**src/rtl/clr_pkg.sv**
```systemverilog
// ----------------------------------------------------------------------------
// clr_pkg
// Shared types and constants for the clipped line rasterizer.
// ----------------------------------------------------------------------------
package clr_pkg;

    // Command codes on the request channel
    localparam logic CMD_LOAD = 1'b0;
    localparam logic CMD_STEP = 1'b1;

    // Configuration register indexes
    localparam logic [1:0] REG_CLIP_MAX_X = 2'd0;
    localparam logic [1:0] REG_CLIP_MAX_Y = 2'd1;

    // Outcode bits
    localparam logic [3:0] OC_LEFT   = 4'd1;
    localparam logic [3:0] OC_RIGHT  = 4'd2;
    localparam logic [3:0] OC_BOTTOM = 4'd4;
    localparam logic [3:0] OC_TOP    = 4'd8;

    // Clip rounds before a segment is given up
    localparam logic [3:0] CLIP_ROUNDS = 4'd8;

    // Result kinds
    typedef enum logic [1:0] {
        KIND_ACCEPT = 2'd0,
        KIND_REJECT = 2'd1,
        KIND_PIXEL  = 2'd2,
        KIND_IDLE   = 2'd3
    } kind_t;

    // Controller states
    typedef enum logic [2:0] {
        ST_IDLE,
        ST_EVAL,
        ST_MUL,
        ST_SUM,
        ST_DIV_GO,
        ST_DIV_WAIT
    } state_t;

    // Controller to datapath commands
    typedef struct packed {
        logic load;     // latch a new segment
        logic step;     // produce one step result
        logic setup;    // pick edge and latch crossing operands
        logic mul;      // register both products
        logic sum;      // register the numerator
        logic div_go;   // start the divider
        logic upd;      // write the clipped point back
        logic accept;   // set up stepping, post accept result
        logic reject;   // post reject result
    } dp_cmd_t;

    // Datapath to controller status
    typedef struct packed {
        logic out_free;
        logic in_rect;
        logic reject;
        logic div_done;
    } dp_sts_t;

endpackage

```
**src/rtl/clr_div.sv**
```systemverilog
// ----------------------------------------------------------------------------
// clr_div
// Unsigned restoring divider, one quotient bit per cycle.
// ----------------------------------------------------------------------------
module clr_div #(
    parameter int N = 34,
    parameter int D = 16
) (
    input  logic         clk,
    input  logic         rst_n,
    input  logic         start,
    input  logic [N-1:0] dividend,
    input  logic [D-1:0] divisor,
    output logic [N-1:0] quotient,
    output logic         done
);
    localparam int CNTW = $clog2(N + 1);

    logic [D-1:0]    rem_reg;
    logic [N-1:0]    quo_reg;
    logic [CNTW-1:0] cnt_reg;
    logic            busy_reg;
    logic            done_reg;
    logic [D:0]      trial;
    logic            fits;

    // One shift-and-subtract step
    assign trial = {rem_reg, quo_reg[N-1]};
    assign fits  = (trial >= {1'b0, divisor});

    // Control
    always_ff @(posedge clk or negedge rst_n)
    begin
        if (!rst_n)
        begin
            busy_reg <= 1'b0;
            done_reg <= 1'b0;
            cnt_reg  <= '0;
        end
        else if (start)
        begin
            busy_reg <= 1'b1;
            done_reg <= 1'b0;
            cnt_reg  <= CNTW'(N);
        end
        else
        begin
            done_reg <= busy_reg && (cnt_reg == CNTW'(1));
            if (busy_reg)
            begin
                cnt_reg <= cnt_reg - CNTW'(1);
                if (cnt_reg == CNTW'(1))
                    busy_reg <= 1'b0;
            end
        end
    end

    // Remainder and quotient
    always_ff @(posedge clk)
    begin
        if (start)
        begin
            rem_reg <= '0;
            quo_reg <= dividend;
        end
        else if (busy_reg)
        begin
            rem_reg <= fits ? D'(trial - {1'b0, divisor}) : trial[D-1:0];
            quo_reg <= {quo_reg[N-2:0], fits};
        end
    end

    assign quotient = quo_reg;
    assign done     = done_reg;

endmodule

```
**src/rtl/clr_dp.sv**
```systemverilog
// ----------------------------------------------------------------------------
// clr_dp
// Datapath: clip registers, crossing arithmetic, Bresenham state, result reg.
// ----------------------------------------------------------------------------
module clr_dp #(
    parameter int COORD_BITS  = 16,
    parameter int SCREEN_BITS = 12
) (
    input  logic                          clk,
    input  logic                          rst_n,
    input  logic                          cfg_valid,
    input  logic [1:0]                    cfg_index,
    input  logic [SCREEN_BITS-1:0]        cfg_data,
    input  logic signed [COORD_BITS-1:0]  start_x,
    input  logic signed [COORD_BITS-1:0]  start_y,
    input  logic signed [COORD_BITS-1:0]  end_x,
    input  logic signed [COORD_BITS-1:0]  end_y,
    input  logic [31:0]                   line_color,
    input  clr_pkg::dp_cmd_t              ctl,
    output clr_pkg::dp_sts_t              sts,
    input  logic                          out_ready,
    output logic                          out_valid,
    output logic [1:0]                    kind,
    output logic [SCREEN_BITS-1:0]        pixel_x,
    output logic [SCREEN_BITS-1:0]        pixel_y,
    output logic [31:0]                   pixel_color,
    output logic                          last_pixel
);
    import clr_pkg::*;

    localparam int SB = SCREEN_BITS;
    localparam int CW = (COORD_BITS > SCREEN_BITS) ? COORD_BITS : SCREEN_BITS + 1;
    localparam int PW = 2 * CW + 2;
    localparam int EW = SCREEN_BITS + 3;

    // Clip bounds
    logic [SB-1:0] max_x_reg, max_y_reg;

    // Clipping state
    logic signed [CW-1:0] x0_reg, y0_reg, x1_reg, y1_reg;
    logic [3:0]           round_reg;
    logic [31:0]          color_reg;

    // Crossing operands
    logic signed [CW-1:0] a0_reg;
    logic signed [CW:0]   da_reg, eb_reg, dd_reg;
    logic                 dz_reg, mv0_reg, horiz_reg;
    logic [SB-1:0]        edge_reg;
    logic signed [PW-1:0] p1_reg, p2_reg, t_reg;

    // Bresenham state
    logic                 active_reg;
    logic [SB-1:0]        cur_x_reg, cur_y_reg, stop_x_reg, stop_y_reg;
    logic [SB-1:0]        dx_reg;
    logic signed [SB:0]   ndy_reg;
    logic                 sxn_reg, syn_reg;
    logic signed [EW-1:0] err_reg;

    // Result register
    logic                 out_valid_reg;
    kind_t                kind_reg;
    logic [SB-1:0]        px_reg, py_reg;
    logic [31:0]          pc_reg;
    logic                 last_reg;

    function automatic logic [3:0] outc(input logic signed [CW-1:0] x,
                                        input logic signed [CW-1:0] y,
                                        input logic [SB-1:0] mx,
                                        input logic [SB-1:0] my);
        logic [3:0] c;
        c = 4'd0;
        if (x < 0)
            c = c | OC_LEFT;
        else if (x > $signed(CW'(mx)))
            c = c | OC_RIGHT;
        if (y < 0)
            c = c | OC_BOTTOM;
        else if (y > $signed(CW'(my)))
            c = c | OC_TOP;
        return c;
    endfunction

    // Outcodes and edge selection
    logic [3:0]           c0, c1, co;
    logic                 horiz, dneg;
    logic [SB-1:0]        edge_u;
    logic signed [CW:0]   edge_w, a0e, a1e, b0e, b1e, dd, da, eb, ddabs;

    always_comb
    begin
        c0    = outc(x0_reg, y0_reg, max_x_reg, max_y_reg);
        c1    = outc(x1_reg, y1_reg, max_x_reg, max_y_reg);
        co    = (c0 != 4'd0) ? c0 : c1;
        horiz = ((co & (OC_TOP | OC_BOTTOM)) != 4'd0);
        if ((co & OC_TOP) != 4'd0)
            edge_u = max_y_reg;
        else if ((co & OC_BOTTOM) != 4'd0)
            edge_u = '0;
        else if ((co & OC_RIGHT) != 4'd0)
            edge_u = max_x_reg;
        else
            edge_u = '0;
        edge_w = $signed((CW + 1)'(edge_u));
        a0e    = horiz ? (CW + 1)'(x0_reg) : (CW + 1)'(y0_reg);
        a1e    = horiz ? (CW + 1)'(x1_reg) : (CW + 1)'(y1_reg);
        b0e    = horiz ? (CW + 1)'(y0_reg) : (CW + 1)'(x0_reg);
        b1e    = horiz ? (CW + 1)'(y1_reg) : (CW + 1)'(x1_reg);
        da     = a1e - a0e;
        dd     = b1e - b0e;
        dneg   = dd[CW];
        ddabs  = dneg ? -dd : dd;
        eb     = dneg ? (b0e - edge_w) : (edge_w - b0e);
    end

    assign sts.in_rect  = ((c0 | c1) == 4'd0);
    assign sts.reject   = ((c0 & c1) != 4'd0) || (round_reg == CLIP_ROUNDS);
    assign sts.out_free = !out_valid_reg || out_ready;

    // Divider for the crossing
    logic [PW-1:0] quo;
    logic [PW-1:0] t_abs;

    assign t_abs = t_reg[PW-1] ? PW'(-t_reg) : PW'(t_reg);

    clr_div #(
        .N (PW),
        .D (CW)
    ) u_div (
        .clk      (clk),
        .rst_n    (rst_n),
        .start    (ctl.div_go),
        .dividend (t_abs),
        .divisor  (dd_reg[CW-1:0]),
        .quotient (quo),
        .done     (sts.div_done)
    );

    // Crossing value, truncated toward zero
    logic [CW-1:0]        q_mag;
    logic signed [CW-1:0] cross_val, edge_c;

    assign q_mag     = quo[CW-1:0];
    assign cross_val = dz_reg ? a0_reg
                     : (t_reg[PW-1] ? $signed(~q_mag + CW'(1)) : $signed(q_mag));
    assign edge_c    = $signed(CW'(edge_reg));

    // Stepping setup from the accepted segment
    logic [SB-1:0]        sx0, sy0, sx1, sy1, adx, ady;
    logic signed [SB:0]   ndy_new;

    always_comb
    begin
        sx0     = x0_reg[SB-1:0];
        sy0     = y0_reg[SB-1:0];
        sx1     = x1_reg[SB-1:0];
        sy1     = y1_reg[SB-1:0];
        adx     = (sx1 >= sx0) ? (sx1 - sx0) : (sx0 - sx1);
        ady     = (sy1 >= sy0) ? (sy1 - sy0) : (sy0 - sy1);
        ndy_new = -$signed((SB + 1)'(ady));
    end

    // Bresenham step
    logic signed [EW:0]   e2, ndy_e, dx_e;
    logic                 go_x, go_y, at_end;
    logic signed [EW-1:0] err_step;

    always_comb
    begin
        e2       = {err_reg, 1'b0};
        ndy_e    = (EW + 1)'(ndy_reg);
        dx_e     = $signed((EW + 1)'(dx_reg));
        go_x     = (e2 >= ndy_e);
        go_y     = (e2 <= dx_e);
        at_end   = (cur_x_reg == stop_x_reg) && (cur_y_reg == stop_y_reg);
        err_step = err_reg + (go_x ? EW'(ndy_reg) : EW'(0))
                           + (go_y ? $signed(EW'(dx_reg)) : EW'(0));
    end

    // Configuration registers
    always_ff @(posedge clk or negedge rst_n)
    begin
        if (!rst_n)
        begin
            max_x_reg <= SB'(639);
            max_y_reg <= SB'(479);
        end
        else if (cfg_valid)
        begin
            case (cfg_index)
                REG_CLIP_MAX_X: max_x_reg <= cfg_data;
                REG_CLIP_MAX_Y: max_y_reg <= cfg_data;
                default: ;
            endcase
        end
    end

    // Control flops: line active, round count, result valid
    always_ff @(posedge clk or negedge rst_n)
    begin
        if (!rst_n)
        begin
            active_reg    <= 1'b0;
            round_reg     <= '0;
            out_valid_reg <= 1'b0;
        end
        else
        begin
            if (ctl.load)
                round_reg <= '0;
            else if (ctl.upd)
                round_reg <= round_reg + 4'd1;

            if (ctl.load || ctl.reject)
                active_reg <= 1'b0;
            else if (ctl.accept)
                active_reg <= 1'b1;
            else if (ctl.step && active_reg && at_end)
                active_reg <= 1'b0;

            if (ctl.accept || ctl.reject || ctl.step)
                out_valid_reg <= 1'b1;
            else if (out_ready)
                out_valid_reg <= 1'b0;
        end
    end

    // Payload flops
    always_ff @(posedge clk)
    begin
        if (ctl.load)
        begin
            x0_reg    <= CW'(start_x);
            y0_reg    <= CW'(start_y);
            x1_reg    <= CW'(end_x);
            y1_reg    <= CW'(end_y);
            color_reg <= line_color;
        end
        if (ctl.setup)
        begin
            a0_reg    <= a0e[CW-1:0];
            da_reg    <= da;
            eb_reg    <= eb;
            dd_reg    <= ddabs;
            dz_reg    <= (dd == 0);
            mv0_reg   <= (c0 != 4'd0);
            horiz_reg <= horiz;
            edge_reg  <= edge_u;
        end
        if (ctl.mul)
        begin
            p1_reg <= (CW + 1)'(a0_reg) * dd_reg;
            p2_reg <= da_reg * eb_reg;
        end
        if (ctl.sum)
            t_reg <= p1_reg + p2_reg;
        // Move the outside point onto the clip edge
        if (ctl.upd)
        begin
            if (mv0_reg)
            begin
                x0_reg <= horiz_reg ? cross_val : edge_c;
                y0_reg <= horiz_reg ? edge_c : cross_val;
            end
            else
            begin
                x1_reg <= horiz_reg ? cross_val : edge_c;
                y1_reg <= horiz_reg ? edge_c : cross_val;
            end
        end
        if (ctl.accept)
        begin
            cur_x_reg  <= sx0;
            cur_y_reg  <= sy0;
            stop_x_reg <= sx1;
            stop_y_reg <= sy1;
            dx_reg     <= adx;
            ndy_reg    <= ndy_new;
            sxn_reg    <= !(sx0 < sx1);
            syn_reg    <= !(sy0 < sy1);
            err_reg    <= $signed(EW'(adx)) + EW'(ndy_new);
        end
        else if (ctl.step && active_reg && !at_end)
        begin
            err_reg <= err_step;
            if (go_x)
                cur_x_reg <= sxn_reg ? (cur_x_reg - SB'(1)) : (cur_x_reg + SB'(1));
            if (go_y)
                cur_y_reg <= syn_reg ? (cur_y_reg - SB'(1)) : (cur_y_reg + SB'(1));
        end

        // Result register
        if (ctl.accept || ctl.reject || (ctl.step && !active_reg))
        begin
            kind_reg <= ctl.accept ? KIND_ACCEPT : (ctl.reject ? KIND_REJECT : KIND_IDLE);
            px_reg   <= '0;
            py_reg   <= '0;
            pc_reg   <= '0;
            last_reg <= 1'b0;
        end
        else if (ctl.step)
        begin
            kind_reg <= KIND_PIXEL;
            px_reg   <= cur_x_reg;
            py_reg   <= cur_y_reg;
            pc_reg   <= color_reg;
            last_reg <= at_end;
        end
    end

    assign out_valid   = out_valid_reg;
    assign kind        = kind_reg;
    assign pixel_x     = px_reg;
    assign pixel_y     = py_reg;
    assign pixel_color = pc_reg;
    assign last_pixel  = last_reg;

    // A waiting result is never overwritten
    a_no_overwrite: assert property (@(posedge clk) disable iff (!rst_n)
        (out_valid_reg && !out_ready) |-> !(ctl.accept || ctl.reject || ctl.step))
        else $error("result register overwritten while held");

    // Round count stays within its bound
    a_round_bound: assert property (@(posedge clk) disable iff (!rst_n)
        round_reg <= CLIP_ROUNDS)
        else $error("clip round count out of range");

    // Accepted segment starts inside the clip rectangle
    a_accept_inside: assert property (@(posedge clk) disable iff (!rst_n)
        ctl.accept |=> (active_reg && cur_x_reg <= max_x_reg && cur_y_reg <= max_y_reg))
        else $error("accepted segment starts outside clip rectangle");

endmodule

```
**src/rtl/clr_ctrl.sv**
```systemverilog
// ----------------------------------------------------------------------------
// clr_ctrl
// Sequencer for load clipping rounds and step requests taken in the idle state.
// ----------------------------------------------------------------------------
module clr_ctrl (
    input  logic              clk,
    input  logic              rst_n,
    input  logic              in_valid,
    input  logic              cmd,
    output logic              in_ready,
    output clr_pkg::dp_cmd_t  ctl,
    input  clr_pkg::dp_sts_t  sts
);
    import clr_pkg::*;

    state_t state_reg, state_next;

    // State register
    always_ff @(posedge clk or negedge rst_n)
    begin
        if (!rst_n)
            state_reg <= ST_IDLE;
        else
            state_reg <= state_next;
    end

    // Next state and commands
    always_comb
    begin
        state_next = state_reg;
        ctl        = '0;
        in_ready   = 1'b0;
        case (state_reg)
            ST_IDLE:
            begin
                in_ready = sts.out_free;
                if (in_valid && sts.out_free)
                begin
                    if (cmd == CMD_LOAD)
                    begin
                        ctl.load   = 1'b1;
                        state_next = ST_EVAL;
                    end
                    else
                        ctl.step = 1'b1;
                end
            end
            ST_EVAL:
            begin
                if (sts.in_rect)
                begin
                    ctl.accept = 1'b1;
                    state_next = ST_IDLE;
                end
                else if (sts.reject)
                begin
                    ctl.reject = 1'b1;
                    state_next = ST_IDLE;
                end
                else
                begin
                    ctl.setup  = 1'b1;
                    state_next = ST_MUL;
                end
            end
            ST_MUL:
            begin
                ctl.mul    = 1'b1;
                state_next = ST_SUM;
            end
            ST_SUM:
            begin
                ctl.sum    = 1'b1;
                state_next = ST_DIV_GO;
            end
            ST_DIV_GO:
            begin
                ctl.div_go = 1'b1;
                state_next = ST_DIV_WAIT;
            end
            ST_DIV_WAIT:
            begin
                if (sts.div_done)
                begin
                    ctl.upd    = 1'b1;
                    state_next = ST_EVAL;
                end
            end
            default:
                state_next = ST_IDLE;
        endcase
    end

    // Divider completes only while it is awaited
    a_done_in_wait: assert property (@(posedge clk) disable iff (!rst_n)
        sts.div_done |-> (state_reg == ST_DIV_WAIT))
        else $error("divider done outside wait state");

    // Clip round always returns to evaluation
    a_upd_to_eval: assert property (@(posedge clk) disable iff (!rst_n)
        ctl.upd |=> (state_reg == ST_EVAL))
        else $error("clip round did not return to evaluation");

endmodule

```
**src/rtl/clipped_line_rasterizer.sv**
```systemverilog
// ----------------------------------------------------------------------------
// clipped_line_rasterizer
// Cohen-Sutherland clip of a line request, then Bresenham pixel stepping.
// ----------------------------------------------------------------------------
// A step request (cmd 1) is taken in the idle state when the output is free
// and its pixel, or an idle result, appears in the output register on the
// next edge; steps stream at one per cycle while the consumer keeps up. A
// load request (cmd 0) runs the clipper: an outcode test, then each clip
// round runs operand setup, products, numerator and divider start, and waits
// on the bit-serial divider before the clipped point is written back and the
// outcodes are tested again. Clipping stops after at most eight rounds
// (ordinary segments need four or fewer); no request is taken while a load
// runs. Configuration writes are taken in any cycle.
module clipped_line_rasterizer #(
    parameter int COORD_BITS  = 16,
    parameter int SCREEN_BITS = 12
) (
    input  logic                          clk,
    input  logic                          rst_n,
    input  logic                          cfg_valid,
    output logic                          cfg_ready,
    input  logic [1:0]                    cfg_index,
    input  logic [SCREEN_BITS-1:0]        cfg_data,
    input  logic                          in_valid,
    output logic                          in_ready,
    input  logic                          cmd,
    input  logic signed [COORD_BITS-1:0]  start_x,
    input  logic signed [COORD_BITS-1:0]  start_y,
    input  logic signed [COORD_BITS-1:0]  end_x,
    input  logic signed [COORD_BITS-1:0]  end_y,
    input  logic [31:0]                   line_color,
    output logic                          out_valid,
    input  logic                          out_ready,
    output logic [1:0]                    kind,
    output logic [SCREEN_BITS-1:0]        pixel_x,
    output logic [SCREEN_BITS-1:0]        pixel_y,
    output logic [31:0]                   pixel_color,
    output logic                          last_pixel
);
    import clr_pkg::*;

    dp_cmd_t ctl;
    dp_sts_t sts;

    assign cfg_ready = 1'b1;

    clr_ctrl u_ctrl (
        .clk      (clk),
        .rst_n    (rst_n),
        .in_valid (in_valid),
        .cmd      (cmd),
        .in_ready (in_ready),
        .ctl      (ctl),
        .sts      (sts)
    );

    clr_dp #(
        .COORD_BITS  (COORD_BITS),
        .SCREEN_BITS (SCREEN_BITS)
    ) u_dp (
        .clk         (clk),
        .rst_n       (rst_n),
        .cfg_valid   (cfg_valid),
        .cfg_index   (cfg_index),
        .cfg_data    (cfg_data),
        .start_x     (start_x),
        .start_y     (start_y),
        .end_x       (end_x),
        .end_y       (end_y),
        .line_color  (line_color),
        .ctl         (ctl),
        .sts         (sts),
        .out_ready   (out_ready),
        .out_valid   (out_valid),
        .kind        (kind),
        .pixel_x     (pixel_x),
        .pixel_y     (pixel_y),
        .pixel_color (pixel_color),
        .last_pixel  (last_pixel)
    );

endmodule
```
**config.mk**
```make
export PLATFORM = sky130hd
export DESIGN_NAME = clipped_line_rasterizer
export DESIGN_NICKNAME = d
export VERILOG_FILES = /design/src/rtl/clr_pkg.sv /design/src/rtl/clr_div.sv /design/src/rtl/clr_dp.sv /design/src/rtl/clr_ctrl.sv /design/src/rtl/clipped_line_rasterizer.sv
export SDC_FILE = /design/constraint.sdc
export NUM_CORES = 2
export LEC_CHECK = 0
export ABC_AREA = 1
export BUFFER_PORTS_ARGS = -buffer_cell sky130_fd_sc_hd__buf_2
export CORE_MARGIN = 2
export CORE_UTILIZATION = 50
export CTS_CLUSTER_DIAMETER = 30
export DETAILED_ROUTE_END_ITERATION = 8
export GPL_TIMING_DRIVEN = 0
export PLACE_DENSITY = 0.66
export SLEW_MARGIN = 40
export SYNTH_ARGS = -nofsm -noshare
export SYNTH_HDL_FRONTEND = slang
export SYNTH_HIERARCHICAL = 1
export SYNTH_SLANG_ARGS = --single-unit
```
**constraint.sdc**
```tcl
create_clock -name clk -period 6.7 [get_ports clk]
set_input_delay 0 -clock clk [delete_from_list [all_inputs] [get_ports clk]]
set_output_delay 0 -clock clk [all_outputs]
set_load 0.005 [all_outputs]
```
==> impl_metrics.tcl <==
set metrics [dict create \
    min_path_type "in -> reg" \
    n_fill_cell 9596 \
    slew_headroom_pct 34.26 \
    worstSetupStartpointType "flip-flop" \
    grt_usage_pct 32.98 \
    critPathLaunch "u_dp/dd_reg[9]$_DFFE_PP_" \
    fin_crit_ns 6.479 \
    register_area_sq_mm 0.01403 \
    synth_seq_cells 519 \
    endpoint_kind "flip-flop" \
    h-tree-depth 4 \
    worst_slew_pin_slew_ns 0.9861 \
    finClkSkew_ns 0.05261 \
    fp.coreArea_sq_mm 0.1087 \
    cts.sinks 519 \
    grt_pass1_vias 46968 \
    layout-drive-gt1-share_pct 10.32 \
    yosysWarnings 6 \
    fp.dieW_microns 334.7 \
    cp.required_ns 7.17 \
    grt_setup_unrepaired "yes" \
    outcome "finished clean" \
    io_buffers 176 \
    dieArea_sq_mm 0.1120 \
    async_flop_share_pct 7.900 \
    clk_pin_slew_ns 0.04 \
    avgSynthCellArea_sq_um 8.176 \
    cp_cell_sequence "clkbuf_2 > nand2_1 > fa_1 > inv_1 > fa_1 > inv_1 > fa_1 > inv_1 > fa_1 > inv_1 > fa_1 > inv_1 > fa_1 > ha_1 > a21oi_1 > o21ai_0 > a21o_1 > a21oi_1 > o21ai_0 > nand3_1 > nand2_1 > a21oi_1 > o21ai_0 > xor2_1" \
    drv_cap 0 \
    hold_start "end_y[5]" \
    initial_utilization_pct 50.30 \
    fp-row-count 121 \
    synthesis.area_sq_mm 0.05467 \
    cts-root-buf "clkbuf_16" \
    max_stage_delay_ns 0.53 \
    grt_pass1_wl_microns 275800 \
    finalInstanceArea_sq_mm 0.06470 \
    ys_seq_area_share_pct 25.66 \
    cts_buffers 135 \
    grt_max_degree 44 \
    synth_fp_nets 7851 \
    worstSetupPathType "reg -> reg" \
    fin_crit_sh_pct 96.70 \
    yosysUniqueCellTypes 71 \
    overflow 0 \
    wl_per_cell_microns 20.86 \
    drt-initial-drc-count 4652 \
    remaining_drc_errors 0 \
    setup_viol 0 \
    die_h_microns 334.7 \
    synth_edf_count 341 \
    dpl_cell_area_sq_mm 0.05769 \
    path_max_fanout 10 \
    dp_hpwl_microns 143000 \
    synthCells 6687 \
    synth_flop_cell "edfxtp_1" \
    slew_viol_final 0 \
    fin_cells 8737 \
    insertion_delay_ns 0.75 \
    max_freq_mhz 154.4 \
    finalHoldViolations 0 \
    cts_tree "yes" \
    slowest_stage "edfxtp_1" \
    first_pass_iters 8 \
    antenna_found_initial 9 \
    vias 46978 \
    final_common_cell "nand2_1" \
    placed_cells_incl_taps 8294 \
    ctsLongestPathBuffers 3 \
    cp.arrival_ns 6.95 \
    syn2layout_area_growth_pct 18.34 \
    ant_nets 0 \
    routed_wl_microns 182300 \
    multi_input_area_sq_mm 0.03433 \
    gp_congestion 1.006 \
    r2r_start "u_dp/dd_reg[9]$_DFFE_PP_" \
    final_cell_mix "nand2_1 (1583), inv_1 (1435), fa_1 (595)" \
    final_nets 8371 \
    via_per_inst 5.377 \
    num_io_pins 178 \
    cpMostUsedCell "fa_1" \
]
-- cells in the mapped netlist, types with 12 or more instances --
library cell	count	area, sq um
nand3b_1	13	97.59
nand2_2	21	131.4
o22ai_1	22	137.6
xor2_1	160	1401
fa_1	598	11970
nand2_1	1583	5942
dfxtp_1	137	2743
nand3_1	114	570.6
inv_1	1437	5394
o211ai_1	23	172.7
a21oi_1	370	1852
xnor2_1	99	867.1
o21ai_0	392	1962
a21o_1	12	90.09
edfxtp_1	341	10240
nor3_1	47	235.2
a31oi_1	22	137.6
dfstp_2	16	420.4
o21ai_1	21	105.1
dfrtp_1	25	625.6
clkbuf_1	219	822.0
nor2_1	296	1111
or2_2	29	181.4
ha_1	450	5630
a211oi_1	18	135.1
nand4_1	30	187.7
inv_2	16	60.06
o21bai_1	19	142.6
nand3_2	15	150.1
-- cell type report --
type | count | share of cell area, %
multi-input cells | 4469 | 53.06
flip-flops and latches | 519 | 21.68
inverters | 1457 | 8.462
clock buffers | 158 | 5.513
repair buffers | 438 | 5.327
well taps | 1414 | 2.734
clock inverters | 89 | 1.777
plain buffers | 187 | 1.425
diodes | 6 | 0.02320
-- per-stage QoR --
| stage | utilization (%) | worst slack, ns | hold slack [ns] | TNS, ns |
|---|---|---|---|---|
| after floorplan | - | 0.5865 | -0.2956 | 0 |
| after detailed placement | 53.07 | -0.6017 | 0.06022 | -6.330 |
| after CTS | 59.02 | 0.01543 | 0.04002 | 0 |
| after global routing | 59.51 | -0.06923 | 0.05504 | -0.1213 |
| final | 59.52 | 0.2214 | 0.05817 | 0 |
| after global placement | 52.74 | -2.102 | 0.1777 | -300.73 |
-- worst paths after layout --
path                       slack (ns)  depth (start not counted)                                end
hold reg to reg                  0.46                          2      u_dp/pixel_y[10]$_SDFFE_PP0P_
min in group asynchronous        0.54                          3      u_dp/max_x_reg[1]$_DFFE_PN1P_
hold / removal                   0.06                          4             u_dp/y1_reg[5]$_DFF_P_
max in group asynchronous        5.91                          4  u_dp/u_div/cnt_reg[5]$_DFFE_PN0P_
setup reg to reg                 0.22                         24          u_dp/p1_reg[29]$_DFFE_PP_
setup / recovery                 0.22                         24          u_dp/p1_reg[29]$_DFFE_PP_
-- routing by layer --
layer	vias to the layer above	track usage, %	wire, microns
met4	2	13.07	7814
met5	-	0	11
met2	2133	50.61	78930
li1	21793	-	-
met3	432	8.778	19970
met1	22618	44.50	75560
-- worst max-delay path, delay by kind of cell (launching register included) --
kind / cells / cell delay (ns)
adder cells (fa/ha/maj): 7 / 3.34
buffers and inverters: 6 / 0.63
AND/OR/NAND/NOR: 3 / 0.32
flip-flops: 1 / 0.53
AO/OA/AOI/OAI: 7 / 1.24
XOR/XNOR: 1 / 0.16
-- logic make-up (layout without fill, tap and decap cells) --
group	count (synthesis)	after routing	share of synthesized area [%]
buffers and inverters	1699	2329	11.82
AOI/OAI and AO/OA	961	961	9.616
muxes	1	1	0.01831
adders and majority gates	1048	1048	32.19
xor gates and xnor gates	259	259	4.149
and+or+nand+nor	2199	2199	16.54
DFF	519	519	25.66
other	1	7	0.006859
-- repair_timing --
item | 4_1_cts | 5_1_grt
buffers inserted | 33 | 53
hold buffers | 158 | 0
gates cloned | 0 | 0
pin swaps | 0 | 2
endpoints found under the hold margin | 189 | 0
setup endpoints to repair | 24 | 21
gates resized for setup | 61 | 89
Power is not shown: default switching activity piles up to over one toggle a cycle in this logic, so the estimate is an artifact.
